[src/hw/rtl/tpq_pkg.sv]
// Shared types and constants for the priority transmit queues.
package tpq_pkg;

   localparam int HANDLE_W = 16;
   localparam int RATE_W   = 4;
   localparam int COUNT_W  = 32;
   localparam int PROBE_W  = 8;
   localparam int FAIL_W   = 2;

   localparam logic [1:0] CMD_ENQUEUE = 2'd0;
   localparam logic [1:0] CMD_DEQUEUE = 2'd1;
   localparam logic [1:0] CMD_OUTCOME = 2'd2;

   localparam logic [1:0] STATUS_OK    = 2'd0;
   localparam logic [1:0] STATUS_FULL  = 2'd1;
   localparam logic [1:0] STATUS_EMPTY = 2'd2;

   localparam logic CSR_MAX_RATE     = 1'b0;
   localparam logic CSR_UP_THRESHOLD = 1'b1;

   localparam logic [RATE_W-1:0]  MAX_RATE_RESET = 4'd11;
   localparam logic [PROBE_W-1:0] PROBE_RESET    = 8'd10;
   localparam logic [FAIL_W-1:0]  FAIL_LIMIT     = 2'd3;
   localparam logic [PROBE_W-1:0] SUCCESS_MAX    = 8'hFF;
   localparam logic [COUNT_W-1:0] COUNT_MAX      = 32'hFFFF_FFFF;

   typedef struct packed {
      logic [RATE_W-1:0]   rate;
      logic [HANDLE_W-1:0] handle;
   } entry_type;

   typedef struct packed {
      logic [RATE_W-1:0]  max_rate;
      logic [PROBE_W-1:0] up_threshold;
   } rate_cfg_type;

   typedef struct packed {
      logic fire;
      logic ok;
   } rate_event_type;

endpackage

[src/hw/rtl/tpq_store.sv]
// Queue entry memory: one write port, one registered read port.
module tpq_store #(
   parameter int DEPTH = 64
) (
   input  logic                      clock,
   input  logic                      wr_en,
   input  logic [$clog2(DEPTH)-1:0]  wr_addr,
   input  tpq_pkg::entry_type        wr_data,
   input  logic                      rd_en,
   input  logic [$clog2(DEPTH)-1:0]  rd_addr,
   output tpq_pkg::entry_type        rd_data
);
   import tpq_pkg::*;

   entry_type mem [DEPTH];
   entry_type rd_data_ff;

   always_ff @(posedge clock) begin
      if (wr_en) begin
         mem[wr_addr] <= wr_data;
      end
   end

   always_ff @(posedge clock) begin
      if (rd_en) begin
         rd_data_ff <= mem[rd_addr];
      end
   end

   assign rd_data = rd_data_ff;

endmodule

[src/hw/rtl/tpq_rate.sv]
// Rate adaptation: success/failure runs, rate index and retry counter.
module tpq_rate (
   input  logic                          clock,
   input  logic                          reset,
   input  tpq_pkg::rate_cfg_type         cfg,
   input  tpq_pkg::rate_event_type       evt,
   output logic [tpq_pkg::RATE_W-1:0]    rate_index,
   output logic [tpq_pkg::COUNT_W-1:0]   retry_total
);
   import tpq_pkg::*;

   logic [RATE_W-1:0]  rate_ff, rate_in;
   logic [PROBE_W-1:0] succ_ff, succ_in;
   logic [FAIL_W-1:0]  fail_ff, fail_in;
   logic [COUNT_W-1:0] retry_ff, retry_in;
   logic [PROBE_W-1:0] succ_inc;
   logic [FAIL_W-1:0]  fail_inc;

   assign succ_inc = (succ_ff == SUCCESS_MAX) ? succ_ff : succ_ff + PROBE_W'(1);
   assign fail_inc = (fail_ff == FAIL_LIMIT) ? fail_ff : fail_ff + FAIL_W'(1);

   always_comb begin
      rate_in  = rate_ff;
      succ_in  = succ_ff;
      fail_in  = fail_ff;
      retry_in = retry_ff;
      if (evt.fire) begin
         if (evt.ok) begin
            fail_in = '0;
            if (succ_inc >= cfg.up_threshold && rate_ff < cfg.max_rate) begin
               rate_in = rate_ff + RATE_W'(1);
               succ_in = '0;
            end else begin
               succ_in = succ_inc;
            end
         end else begin
            succ_in = '0;
            if (fail_inc >= FAIL_LIMIT && rate_ff != '0) begin
               rate_in  = rate_ff - RATE_W'(1);
               fail_in  = '0;
               retry_in = (retry_ff == COUNT_MAX) ? retry_ff : retry_ff + COUNT_W'(1);
            end else begin
               fail_in = fail_inc;
            end
         end
      end
   end

   always_ff @(posedge clock) begin
      if (reset) begin
         rate_ff  <= '0;
         succ_ff  <= '0;
         fail_ff  <= '0;
         retry_ff <= '0;
      end else begin
         rate_ff  <= rate_in;
         succ_ff  <= succ_in;
         fail_ff  <= fail_in;
         retry_ff <= retry_in;
      end
   end

   assign rate_index  = rate_ff;
   assign retry_total = retry_ff;

endmodule

[src/hw/rtl/priority_tx_queues_with_rate_adapt.sv]
// Strict-priority transmit queues with rate adaptation: top level.
// rsp_valid rises after the req transfer passes the input register and the result register.
// Throughput: one item per cycle unless rsp_ready stalls; memory reads land in result stage.
// rsp_current_rate / drop / retry totals show state right after the item.
// Reset (synchronous): pointers, fill and drop counters, rate state cleared,
// config back to defaults; the entry memory is not cleared.
module priority_tx_queues_with_rate_adapt #(
   parameter int QUEUE_DEPTH    = 16,
   parameter int CATEGORY_COUNT = 4
) (
   input  logic                              clock,
   input  logic                              reset,
   input  logic                              csr_wr_en,
   input  logic                              csr_index,
   input  logic [tpq_pkg::PROBE_W-1:0]       csr_wdata,
   input  logic                              req_valid,
   output logic                              req_ready,
   input  logic [1:0]                        req_cmd,
   input  logic [1:0]                        req_access_category,
   input  logic [tpq_pkg::HANDLE_W-1:0]      req_frame_handle,
   input  logic                              req_outcome_ok,
   output logic                              rsp_valid,
   input  logic                              rsp_ready,
   output logic [1:0]                        rsp_status,
   output logic [1:0]                        rsp_out_category,
   output logic [tpq_pkg::HANDLE_W-1:0]      rsp_out_handle,
   output logic [tpq_pkg::RATE_W-1:0]        rsp_out_rate,
   output logic [tpq_pkg::RATE_W-1:0]        rsp_current_rate,
   output logic [tpq_pkg::COUNT_W-1:0]       rsp_drop_total,
   output logic [tpq_pkg::COUNT_W-1:0]       rsp_retry_total
);
   import tpq_pkg::*;

   localparam int PTR_W     = $clog2(QUEUE_DEPTH);
   localparam int FILL_W    = $clog2(QUEUE_DEPTH + 1);
   localparam int CAT_W     = $clog2(CATEGORY_COUNT);
   localparam int MEM_DEPTH = CATEGORY_COUNT * QUEUE_DEPTH;
   localparam int ADDR_W    = $clog2(MEM_DEPTH);

   // configuration
   rate_cfg_type cfg_ff, cfg_in;

   always_comb begin
      cfg_in = cfg_ff;
      if (csr_wr_en) begin
         case (csr_index)
            CSR_MAX_RATE:     cfg_in.max_rate = csr_wdata[RATE_W-1:0];
            CSR_UP_THRESHOLD: cfg_in.up_threshold = csr_wdata;
            default:          cfg_in = cfg_ff;
         endcase
      end
   end

   // input stage
   logic                s1_valid_ff, s1_valid_in;
   logic [1:0]          s1_cmd_ff;
   logic [1:0]          s1_cat_ff;
   logic [HANDLE_W-1:0] s1_handle_ff;
   logic                s1_ok_ff;
   logic                adv;

   // result stage
   logic       rsp_valid_ff, rsp_valid_in;
   logic [1:0] rsp_status_ff, rsp_status_in;
   logic [1:0] rsp_cat_ff, rsp_cat_in;
   logic       rsp_hit_ff, rsp_hit_in;

   // queue state
   logic [PTR_W-1:0]   head_ff  [CATEGORY_COUNT];
   logic [PTR_W-1:0]   head_in  [CATEGORY_COUNT];
   logic [PTR_W-1:0]   tail_ff  [CATEGORY_COUNT];
   logic [PTR_W-1:0]   tail_in  [CATEGORY_COUNT];
   logic [FILL_W-1:0]  fill_ff  [CATEGORY_COUNT];
   logic [FILL_W-1:0]  fill_in  [CATEGORY_COUNT];
   logic [COUNT_W-1:0] qdrop_ff [CATEGORY_COUNT];
   logic [COUNT_W-1:0] qdrop_in [CATEGORY_COUNT];
   logic [COUNT_W-1:0] drop_ff, drop_in;

   logic [CAT_W-1:0]  enq_idx;
   logic              enq_cat_ok;
   logic              enq_full;
   logic              is_enq, is_deq, is_out;
   logic [CAT_W-1:0]  pick;
   logic              any_ready;
   logic              mem_wr_en, mem_rd_en;
   logic [ADDR_W-1:0] mem_wr_addr, mem_rd_addr;
   entry_type         mem_wr_data, mem_rd_data;

   logic [RATE_W-1:0]  rate_index;
   logic [COUNT_W-1:0] retry_total;
   rate_event_type     rate_evt;

   assign adv       = s1_valid_ff && (!rsp_valid_ff || rsp_ready);
   assign req_ready = !reset && (!s1_valid_ff || adv);

   assign is_enq = (s1_cmd_ff == CMD_ENQUEUE);
   assign is_deq = (s1_cmd_ff == CMD_DEQUEUE);
   assign is_out = (s1_cmd_ff == CMD_OUTCOME);

   assign enq_idx    = CAT_W'(s1_cat_ff);
   assign enq_cat_ok = 32'(s1_cat_ff) < CATEGORY_COUNT;
   assign enq_full   = (fill_ff[enq_idx] == FILL_W'(QUEUE_DEPTH));

   // highest nonempty category wins
   always_comb begin
      pick      = '0;
      any_ready = 1'b0;
      for (int c = 0; c < CATEGORY_COUNT; c++) begin
         if (fill_ff[c] != '0) begin
            pick      = CAT_W'(c);
            any_ready = 1'b1;
         end
      end
   end

   assign mem_wr_en   = adv && is_enq && enq_cat_ok && !enq_full;
   assign mem_wr_addr = ADDR_W'(enq_idx) * ADDR_W'(QUEUE_DEPTH) + ADDR_W'(tail_ff[enq_idx]);
   assign mem_wr_data = '{rate: rate_index, handle: s1_handle_ff};
   assign mem_rd_en   = adv && is_deq && any_ready;
   assign mem_rd_addr = ADDR_W'(pick) * ADDR_W'(QUEUE_DEPTH) + ADDR_W'(head_ff[pick]);

   always_comb begin
      for (int c = 0; c < CATEGORY_COUNT; c++) begin
         head_in[c]  = head_ff[c];
         tail_in[c]  = tail_ff[c];
         fill_in[c]  = fill_ff[c];
         qdrop_in[c] = qdrop_ff[c];
      end
      drop_in = drop_ff;
      if (adv && is_enq && enq_cat_ok) begin
         if (enq_full) begin
            qdrop_in[enq_idx] = (qdrop_ff[enq_idx] == COUNT_MAX) ?
                                qdrop_ff[enq_idx] : qdrop_ff[enq_idx] + COUNT_W'(1);
            drop_in = (drop_ff == COUNT_MAX) ? drop_ff : drop_ff + COUNT_W'(1);
         end else begin
            tail_in[enq_idx] = (tail_ff[enq_idx] == PTR_W'(QUEUE_DEPTH - 1)) ?
                               '0 : tail_ff[enq_idx] + PTR_W'(1);
            fill_in[enq_idx] = fill_ff[enq_idx] + FILL_W'(1);
         end
      end
      if (mem_rd_en) begin
         head_in[pick] = (head_ff[pick] == PTR_W'(QUEUE_DEPTH - 1)) ?
                         '0 : head_ff[pick] + PTR_W'(1);
         fill_in[pick] = fill_ff[pick] - FILL_W'(1);
      end
   end

   assign rate_evt.fire = adv && is_out;
   assign rate_evt.ok   = s1_ok_ff;

   always_comb begin
      s1_valid_in = s1_valid_ff;
      if (req_valid && req_ready) begin
         s1_valid_in = 1'b1;
      end else if (adv) begin
         s1_valid_in = 1'b0;
      end

      rsp_valid_in = rsp_valid_ff;
      if (adv) begin
         rsp_valid_in = 1'b1;
      end else if (rsp_ready) begin
         rsp_valid_in = 1'b0;
      end

      rsp_status_in = STATUS_OK;
      rsp_cat_in    = '0;
      rsp_hit_in    = 1'b0;
      case (s1_cmd_ff)
         CMD_ENQUEUE: begin
            if (!enq_cat_ok || enq_full) begin
               rsp_status_in = STATUS_FULL;
            end
         end
         CMD_DEQUEUE: begin
            if (any_ready) begin
               rsp_cat_in = 2'(pick);
               rsp_hit_in = 1'b1;
            end else begin
               rsp_status_in = STATUS_EMPTY;
            end
         end
         default: rsp_status_in = STATUS_OK;
      endcase
   end

   always_ff @(posedge clock) begin
      if (reset) begin
         cfg_ff.max_rate     <= MAX_RATE_RESET;
         cfg_ff.up_threshold <= PROBE_RESET;
         s1_valid_ff         <= 1'b0;
         rsp_valid_ff        <= 1'b0;
         drop_ff             <= '0;
         for (int c = 0; c < CATEGORY_COUNT; c++) begin
            head_ff[c]  <= '0;
            tail_ff[c]  <= '0;
            fill_ff[c]  <= '0;
            qdrop_ff[c] <= '0;
         end
      end else begin
         cfg_ff       <= cfg_in;
         s1_valid_ff  <= s1_valid_in;
         rsp_valid_ff <= rsp_valid_in;
         drop_ff      <= drop_in;
         for (int c = 0; c < CATEGORY_COUNT; c++) begin
            head_ff[c]  <= head_in[c];
            tail_ff[c]  <= tail_in[c];
            fill_ff[c]  <= fill_in[c];
            qdrop_ff[c] <= qdrop_in[c];
         end
      end
   end

   // payload registers
   always_ff @(posedge clock) begin
      if (req_valid && req_ready) begin
         s1_cmd_ff    <= req_cmd;
         s1_cat_ff    <= req_access_category;
         s1_handle_ff <= req_frame_handle;
         s1_ok_ff     <= req_outcome_ok;
      end
      if (adv) begin
         rsp_status_ff <= rsp_status_in;
         rsp_cat_ff    <= rsp_cat_in;
         rsp_hit_ff    <= rsp_hit_in;
      end
   end

   tpq_store #(
      .DEPTH (MEM_DEPTH)
   ) u_store (
      .clock   (clock),
      .wr_en   (mem_wr_en),
      .wr_addr (mem_wr_addr),
      .wr_data (mem_wr_data),
      .rd_en   (mem_rd_en),
      .rd_addr (mem_rd_addr),
      .rd_data (mem_rd_data)
   );

   tpq_rate u_rate (
      .clock       (clock),
      .reset       (reset),
      .cfg         (cfg_ff),
      .evt         (rate_evt),
      .rate_index  (rate_index),
      .retry_total (retry_total)
   );

   // state only moves when an item enters the result stage, so the live
   // counters match the item on display
   assign rsp_valid        = rsp_valid_ff;
   assign rsp_status       = rsp_status_ff;
   assign rsp_out_category = rsp_cat_ff;
   assign rsp_out_handle   = rsp_hit_ff ? mem_rd_data.handle : '0;
   assign rsp_out_rate     = rsp_hit_ff ? mem_rd_data.rate : '0;
   assign rsp_current_rate = rate_index;
   assign rsp_drop_total   = drop_ff;
   assign rsp_retry_total  = retry_total;

endmodule
[config.mk]
export PLATFORM = sky130hd
export DESIGN_NAME = priority_tx_queues_with_rate_adapt
export DESIGN_NICKNAME = d
export VERILOG_FILES = /design/src/hw/rtl/tpq_pkg.sv /design/src/hw/rtl/tpq_store.sv /design/src/hw/rtl/tpq_rate.sv /design/src/hw/rtl/priority_tx_queues_with_rate_adapt.sv
export SDC_FILE = /design/constraint.sdc
export NUM_CORES = 2
export LEC_CHECK = 0
export BUFFER_PORTS_ARGS = -buffer_cell sky130_fd_sc_hd__buf_2
export CORE_MARGIN = 8
export CORE_UTILIZATION = 55
export CTS_CLUSTER_DIAMETER = 200
export DETAILED_ROUTE_END_ITERATION = 8
export HOLD_SLACK_MARGIN = 0.12
export MAX_ROUTING_LAYER = met4
export PLACE_DENSITY = 0.68
export SLEW_MARGIN = 20
export SYNTH_ARGS = -nofsm -noshare
export SYNTH_HDL_FRONTEND = slang
export SYNTH_SLANG_ARGS = --single-unit
[constraint.sdc]
create_clock -name clock -period 10.3 [get_ports clock]
set_clock_uncertainty 0.1 [all_clocks]
set_input_delay 0.515 -clock clock [delete_from_list [all_inputs] [get_ports clock]]
set_output_delay 0.515 -clock clock [all_outputs]
set_load 0.03 [all_outputs]
After elaboration in Yosys (flattened, before gate mapping)
Memory sizes are Yosys's and may differ from the RTL's. A register that Yosys moved wholly into a read port is not among the register bits.
Index checks and enable logic that the tools add are counted.
{"block": "totals", "out_inout_bits": 94, "input_bits": 35, "rom_bits": 0, "mem_bits_rw": 1332, "latch_bits": 0, "mem_count": 4, "regBits": 118}
{"memory": "u_store.mem", "words": 64, "word_bits": 20, "rd": 1, "rd_ports_with_merged_regs": 1, "write_ports": 1, "line": "tpq_store.sv:15", "source": "entry_type mem [DEPTH];"}
{"memory": "fill_ff", "words": 4, "word_bits": 5, "rd": 6, "rd_ports_with_merged_regs": 1, "write_ports": 4, "line": "priority_tx_queues_with_rate_adapt.sv:73", "source": "logic [FILL_W-1:0] fill_ff [CATEGORY_COUNT];"}
{"memory": "head_ff", "words": 4, "word_bits": 4, "rd": 5, "rd_ports_with_merged_regs": 0, "write_ports": 4, "line": "priority_tx_queues_with_rate_adapt.sv:69", "source": "logic [PTR_W-1:0] head_ff [CATEGORY_COUNT];"}
{"memory": "tail_ff", "words": 4, "word_bits": 4, "rd": 5, "rd_ports_with_merged_regs": 1, "write_ports": 4, "line": "priority_tx_queues_with_rate_adapt.sv:71", "source": "logic [PTR_W-1:0] tail_ff [CATEGORY_COUNT];"}
{"block": "op_classes", "reduce_logical": 33, "multipliers": 0, "n_addsub": 12, "n_mux": 65, "bitwise": 18, "div": 0, "eq_ne": 10, "magnitude_cmp": 7, "shifts": 0}
{"op": "adder 32 x 1 -> 32 bit, second input constant", "count": 2}
{"op": "== test 32 bit, second input constant", "count": 2}
{"op": "2-to-1 mux 16 bit", "count": 4}
{"op": "2-to-1 mux 4 bit", "count": 16}
{"op": "2-to-1 mux 20 bit", "count": 3}
{"op": "bitwise mux 20 bit", "count": 2}
{"op": "bitwise mux 16 bit", "count": 2}
{"op": "2-to-1 mux 5 bit", "count": 6}
{"op": "2-to-1 mux 8 bit", "count": 3}
{"op": "demux 5 bit (select 2 bit)", "count": 2}
{"op": "nonzero test 5 bit", "count": 4}
{"op": "demux 4 bit (select 2 bit)", "count": 2}
{"op": "2-to-1 mux 1 bit", "count": 16}
{"op": "2-to-1 mux 2 bit", "count": 8}
{"op": "adder 4 x 1 -> 4 bit, second input constant", "count": 3}
{"op": "adder 6 x 4 -> 6 bit", "count": 2}
{"op": "logical AND 1 bit", "count": 12}
{"op": "OR 1 bit", "count": 12}
{"op": "adder 8 x 1 -> 8 bit, second input constant", "count": 1}
{"op": "== test 4 bit, second input constant", "count": 2}
{"op": "== test 8 bit, second input constant", "count": 1}
{"op": "greater-or-equal comparator 8 bit", "count": 1}
{"op": "greater-or-equal comparator 3 bit, second input constant", "count": 2}
{"op": "< comparator 3 x 1 -> 1 bit, second input constant", "count": 2}
{"op": "21 further kinds", "count": 35}

Depth between registers and ports, before layout
An unclocked memory read counts as a cell.
{"block": "logic_depth", "ltp_word": 13, "ltp_mapped": 17, "ltp_nobuf": 15}

Modules after synthesis
From an unflattened synthesis, not the netlist that was laid out.
{"block": "hier_totals", "hier_cells": 3248, "hier_area_um2": 58727.6}
{"mod": "tpq_store", "cells_each": 2243, "seq_area_each_um2": 39037.4, "area_per_inst_um2": 49695.2, "n_inst": 1}
{"mod": "priority_tx_queues_with_rate_adapt", "cells_each": 676, "seq_area_each_um2": 2782.7, "area_per_inst_um2": 6253.5, "n_inst": 1}
{"mod": "tpq_rate", "cells_each": 329, "seq_area_each_um2": 920.9, "area_per_inst_um2": 2778.9, "n_inst": 1}

Worst setup path after synthesis
No wires, ideal clock.
{"block": "synth_timing", "kind": "register -> register", "startpoint": "register (tool-made name)", "endpoint": "memory u_store.mem[7][0] (netlist name) (enable)", "setup_time_ps": 448, "t_arrival_ps": 3539, "required_ps": 9752, "stages_incl_launch_ff": 6, "synth_period_minus_slack_ps": 4087, "path_slack_ps": 6213, "path_cell_list": "dfxtp_1 clkbuf_1 mux2_2 o21ai_0 nand3_1 nor4_1"}
{"element": "end, declared", "line": "tpq_store.sv:15"}

==> reports/qor.yml <==
outcome:
  run_status: "finished, final reports clean"
floorplanning:
  die_h_um: 342
  core_region_area_mm2: 0.105
  start_util_pct: 55.6
  top_level_ports: 129
  core_rows: 119
  die_x_um: 342
  die_area_mm2: 0.117
global_route:
  grt_overflow_total: 0
  track_usage_pct: 26.8
  grt_first_pass_wirelength_um: 228000
  grt_antenna_before_repair: 3
  largest_net_degree_at_the_start_of_global_routing: 164
  first_global_vias: 35700
synthesis:
  synthSimpleGateAreaFrac_pct: 10.9
  synth_ff_type: "edfxtp_1"
  synth_enable_flop_cells: 1326
  ys_ff_latch: 1472
  synthesis.nets: 4340
  synthDominantAreaCellType: "edfxtp_1"
  ys_top_cells_by_area: "edfxtp_1 (68%), nand2_1 (5.6%), dfxtp_1 (5.0%), mux2i_1 (3.8%), a21oi_1 (2.2%)"
  seq_area_frac_synth_pct: 73.0
  synthesis.area_per_instance_um2: 13.7
  ys_types: 67
  netlist.area_leader.share_pct: 68.0
  ys_async_sr_fraction_pct: 0
  synth-adder-area-share_pct: 0.483
  synth_top_family_by_area: "simple AND/OR/NAND/NOR gates"
  yosys_warnings: 0
  ys_top_cells_by_count: "edfxtp_1 (1326), nand2_1 (878), a21oi_1 (263), mux2i_1 (222), nor2_1 (196)"
  synthCells: 4283
  synth_mux_area_share_pct: 4.20
  synth-compound-area-share_pct: 8.31
  synth_most_common_cell: "edfxtp_1"
  synth.cell_area_mm2: 0.0586
  yosys.area_share.xor_xnor_pct: 1.00
drt:
  drt_drc_violations_left: 0
  routed_wirelength_normalized_by_instance_count_um: 26.2
  drtAntennaViolNets: 0
  drt_first_iter_violations: 4347
  via_cell_ratio: 6.20
  vias: 36900
  drt-pass1-iter-count: 6
  routed_wl_um: 156000
final_layout:
  post_route_cells_drive_above_1_share_pct: 11.8
  final_net_count: 4503
  share_of_the_core_filled_with_cells_pct: 62.5
  filler_cell_count: 7808
  area_delta_synth_final_pct: 12.6
  multi_input_comb_area_mm2: 0.0149
  ff_latch_area_mm2: 0.0427
worst_setup_path:
  crit_type: "flip-flop to flip-flop"
  regToRegSetupSlack_ps: 4530
  reg2reg_from: "fill_ff[2][0]$_SDFF_PP0_"
  critical_path_peak_fanout: 148
  critPathCapture: "u_store.rd_data[12]$_DFFE_PP_"
  crit_path_start_kind: "flip-flop"
  cp_data_arrival_time_ps: 6120
  rr_endpoint: "u_store.rd_data[12]$_DFFE_PP_"
  cells_on_worst_reg2reg_path: 12
  critPathLaunch: "fill_ff[2][0]$_SDFF_PP0_"
  crit_required_ps: 10650
  worstSetupEndpointType: "flip-flop"
placed_design:
  gp_congestion: 0.908
  hpwlAfterDp_um: 86600
  io_buffer_count: 128
clock_tree:
  clock_root_buffer_master: "clkbuf_16"
  cts.sinks: 1472
  post_cts.resized_instances: 0
  clock_latency_at_the_later_pin_of_the_worst_skew_pair_ps: 760
  clk_pin_slew_ps: 60
  post-cts-setup-buffer-count: 0
  cts_tree: "yes"
  tritoncts.num_buffers: 149
  clk_path_buf_depth: 3
  cts.htree.levels: 4
timing:
  rsz0062_at_grt: "false"
  layout_worst_path_cycle_share_pct: 56.0
  clock.fmax_ghz: 0.173
  final_setup_violation_count: 0
  hold_viol: 0
  slew_headroom_pct: 21.0
  final_sum_of_negative_setup_slack_ps: 0
  finalCriticalPeriod_ps: 5770
  maxSlewViolCount: 0
  tightest_slew_ps: 1180
pwr:
  leakage_nw: 23.0
  irDropWorstVdd_v: 0.000148
  powerDensity_mw_per_mm2: 189
job:
  drv_cap: 0
hold_path:
  hold_path.class: "primary input to flip-flop"
cells by family (layout without fill, tap and decap cells):
group / after synthesis / count (layout)
simple gates: 1479 / 1479
flops: 1472 / 1472
compound gates: 724 / 724
buf+inv: 284 / 563
mux: 235 / 235
xor+xnor: 67 / 67
fa+ha+maj: 22 / 22
other cells: 0 / 3
how the worst min path moves through the flow:
stage	endpoint	slack [ps]	start	depth (start not counted)
CTS	s1_valid_ff$_SDFFE_PP0P_	140	reset	2
detailed placement	cfg_ff[2]$_SDFFE_PP0P_	350	cfg_ff[2]$_SDFFE_PP0P_	2
floorplan	head_ff[0][0]$_SDFFE_PP0P_	330	head_ff[0][0]$_SDFFE_PP0P_	2
global placement	cfg_ff[2]$_SDFFE_PP0P_	350	cfg_ff[2]$_SDFFE_PP0P_	2
global route	s1_valid_ff$_SDFFE_PP0P_	180	reset	2
finish	s1_valid_ff$_SDFFE_PP0P_	160	reset	2
layout make-up:
| cell class | instances | share of cell area (%) |
|---|---|---|
| Inverter | 29 | 0.184 |
| Clock inverter | 54 | 0.552 |
| Sequential cell | 1472 | 64.8 |
| Timing Repair Buffer | 267 | 2.78 |
| Clock buffer | 213 | 6.34 |
| Tap cell | 1391 | 2.64 |
| Antenna cell | 3 | 0.0114 |
| Multi-Input combinational cell | 2527 | 22.7 |
state kept, by name, summed over array words and instances (netlist names), named ones only:
name	cells
rsp_drop_total	32
head_ff	16
rsp_out_category	2
tail_ff	16
rsp_status	2
s1_valid_ff	1
rsp_valid	1
s1_ok_ff	1
fill_ff	20
enq_idx	2
cfg_ff	12
u_rate.retry_total	32
u_rate.fail_ff	2
u_store.mem	1280
s1_cmd_ff	2
u_store.rd_data	20
s1_handle_ff	16
u_rate.rate_index	4
u_rate.succ_ff	8
rsp_hit_ff	1
layout by cell type (no fill, tap or decap), types with 13 or more instances in the layout:
cell type and n:
edfxtp_1 1326, nand2_1 877, a21oi_1 263, mux2i_1 222, nand3_1 162, clkbuf_16 156, dfxtp_1 142, nor2_1 133
buf_2 127, a31oi_1 98, buf_4 98, a32oi_1 91, a221oi_1 71, nand4_1 57, clkbuf_1 51, a211oi_1 43
nor2_2 40, dlygate4sd3_1 38, and3_1 37, xor2_1 36, a22oi_1 32, o21ai_0 31, xnor2_1 31, and2_1 30
nor3_1 27, inv_1 26, clkinv_1 26, nor2_4 26, ha_1 21, a22o_1 19, or3_1 18, clkinv_2 17
and4_1 16, nor2b_1 13
layer usage:
metal / share of wire, % / global-route usage (%) / up-vias
li1: - / - / 16500
met1: 39 / 34.3 / 18400
met2: 47 / 41.3 / 1756
met3: 9.7 / 6.10 / 301
met4: 4.5 / 11.5 / 0
met5: 0 / - / -
worst max-delay path, stage by stage (launching register included):
cell and delay, ps:
dfxtp_1 340, or3_1 410, nor2_1 730, o21ai_0 440, a21oi_4 320, inv_8 160, buf_12 510, buf_4 510
nand2_1 160, nand3_1 100, a22o_1 260, nor3_1 890, nand4_1 150
where the power goes:
group	total, W	switching, W	leakage (nW)	internal, W
Sequential	0.00651	0.0000135	13.2	0.00649
Clock	0.00508	0.00221	2.22	0.00287
Combinational	0.000868	0.000621	7.54	0.000246
timing repair:
action / 4_1_cts / 5_1_grt
endpoints found under the hold margin: 37 / 0
setup endpoints to repair: 0 / 0
hold buffers: 38 / 0
metrics by stage:
stage,instance area [um^2],std cells,power [W],hold slack (ps),setup slack (ps)
5_1_grt,65900,5953,0.0128,178,4240
3_3_place_gp,61000,5648,0.00746,347,4640
3_5_place_dp,61000,5648,0.00747,349,4610
6_report,65900,5956,0.0125,156,4530
2_1_floorplan,58600,4283,0.00719,332,6210
4_1_cts,65900,5953,0.0125,141,4680
No activity file was read; power rests on OpenSTA's default activity.
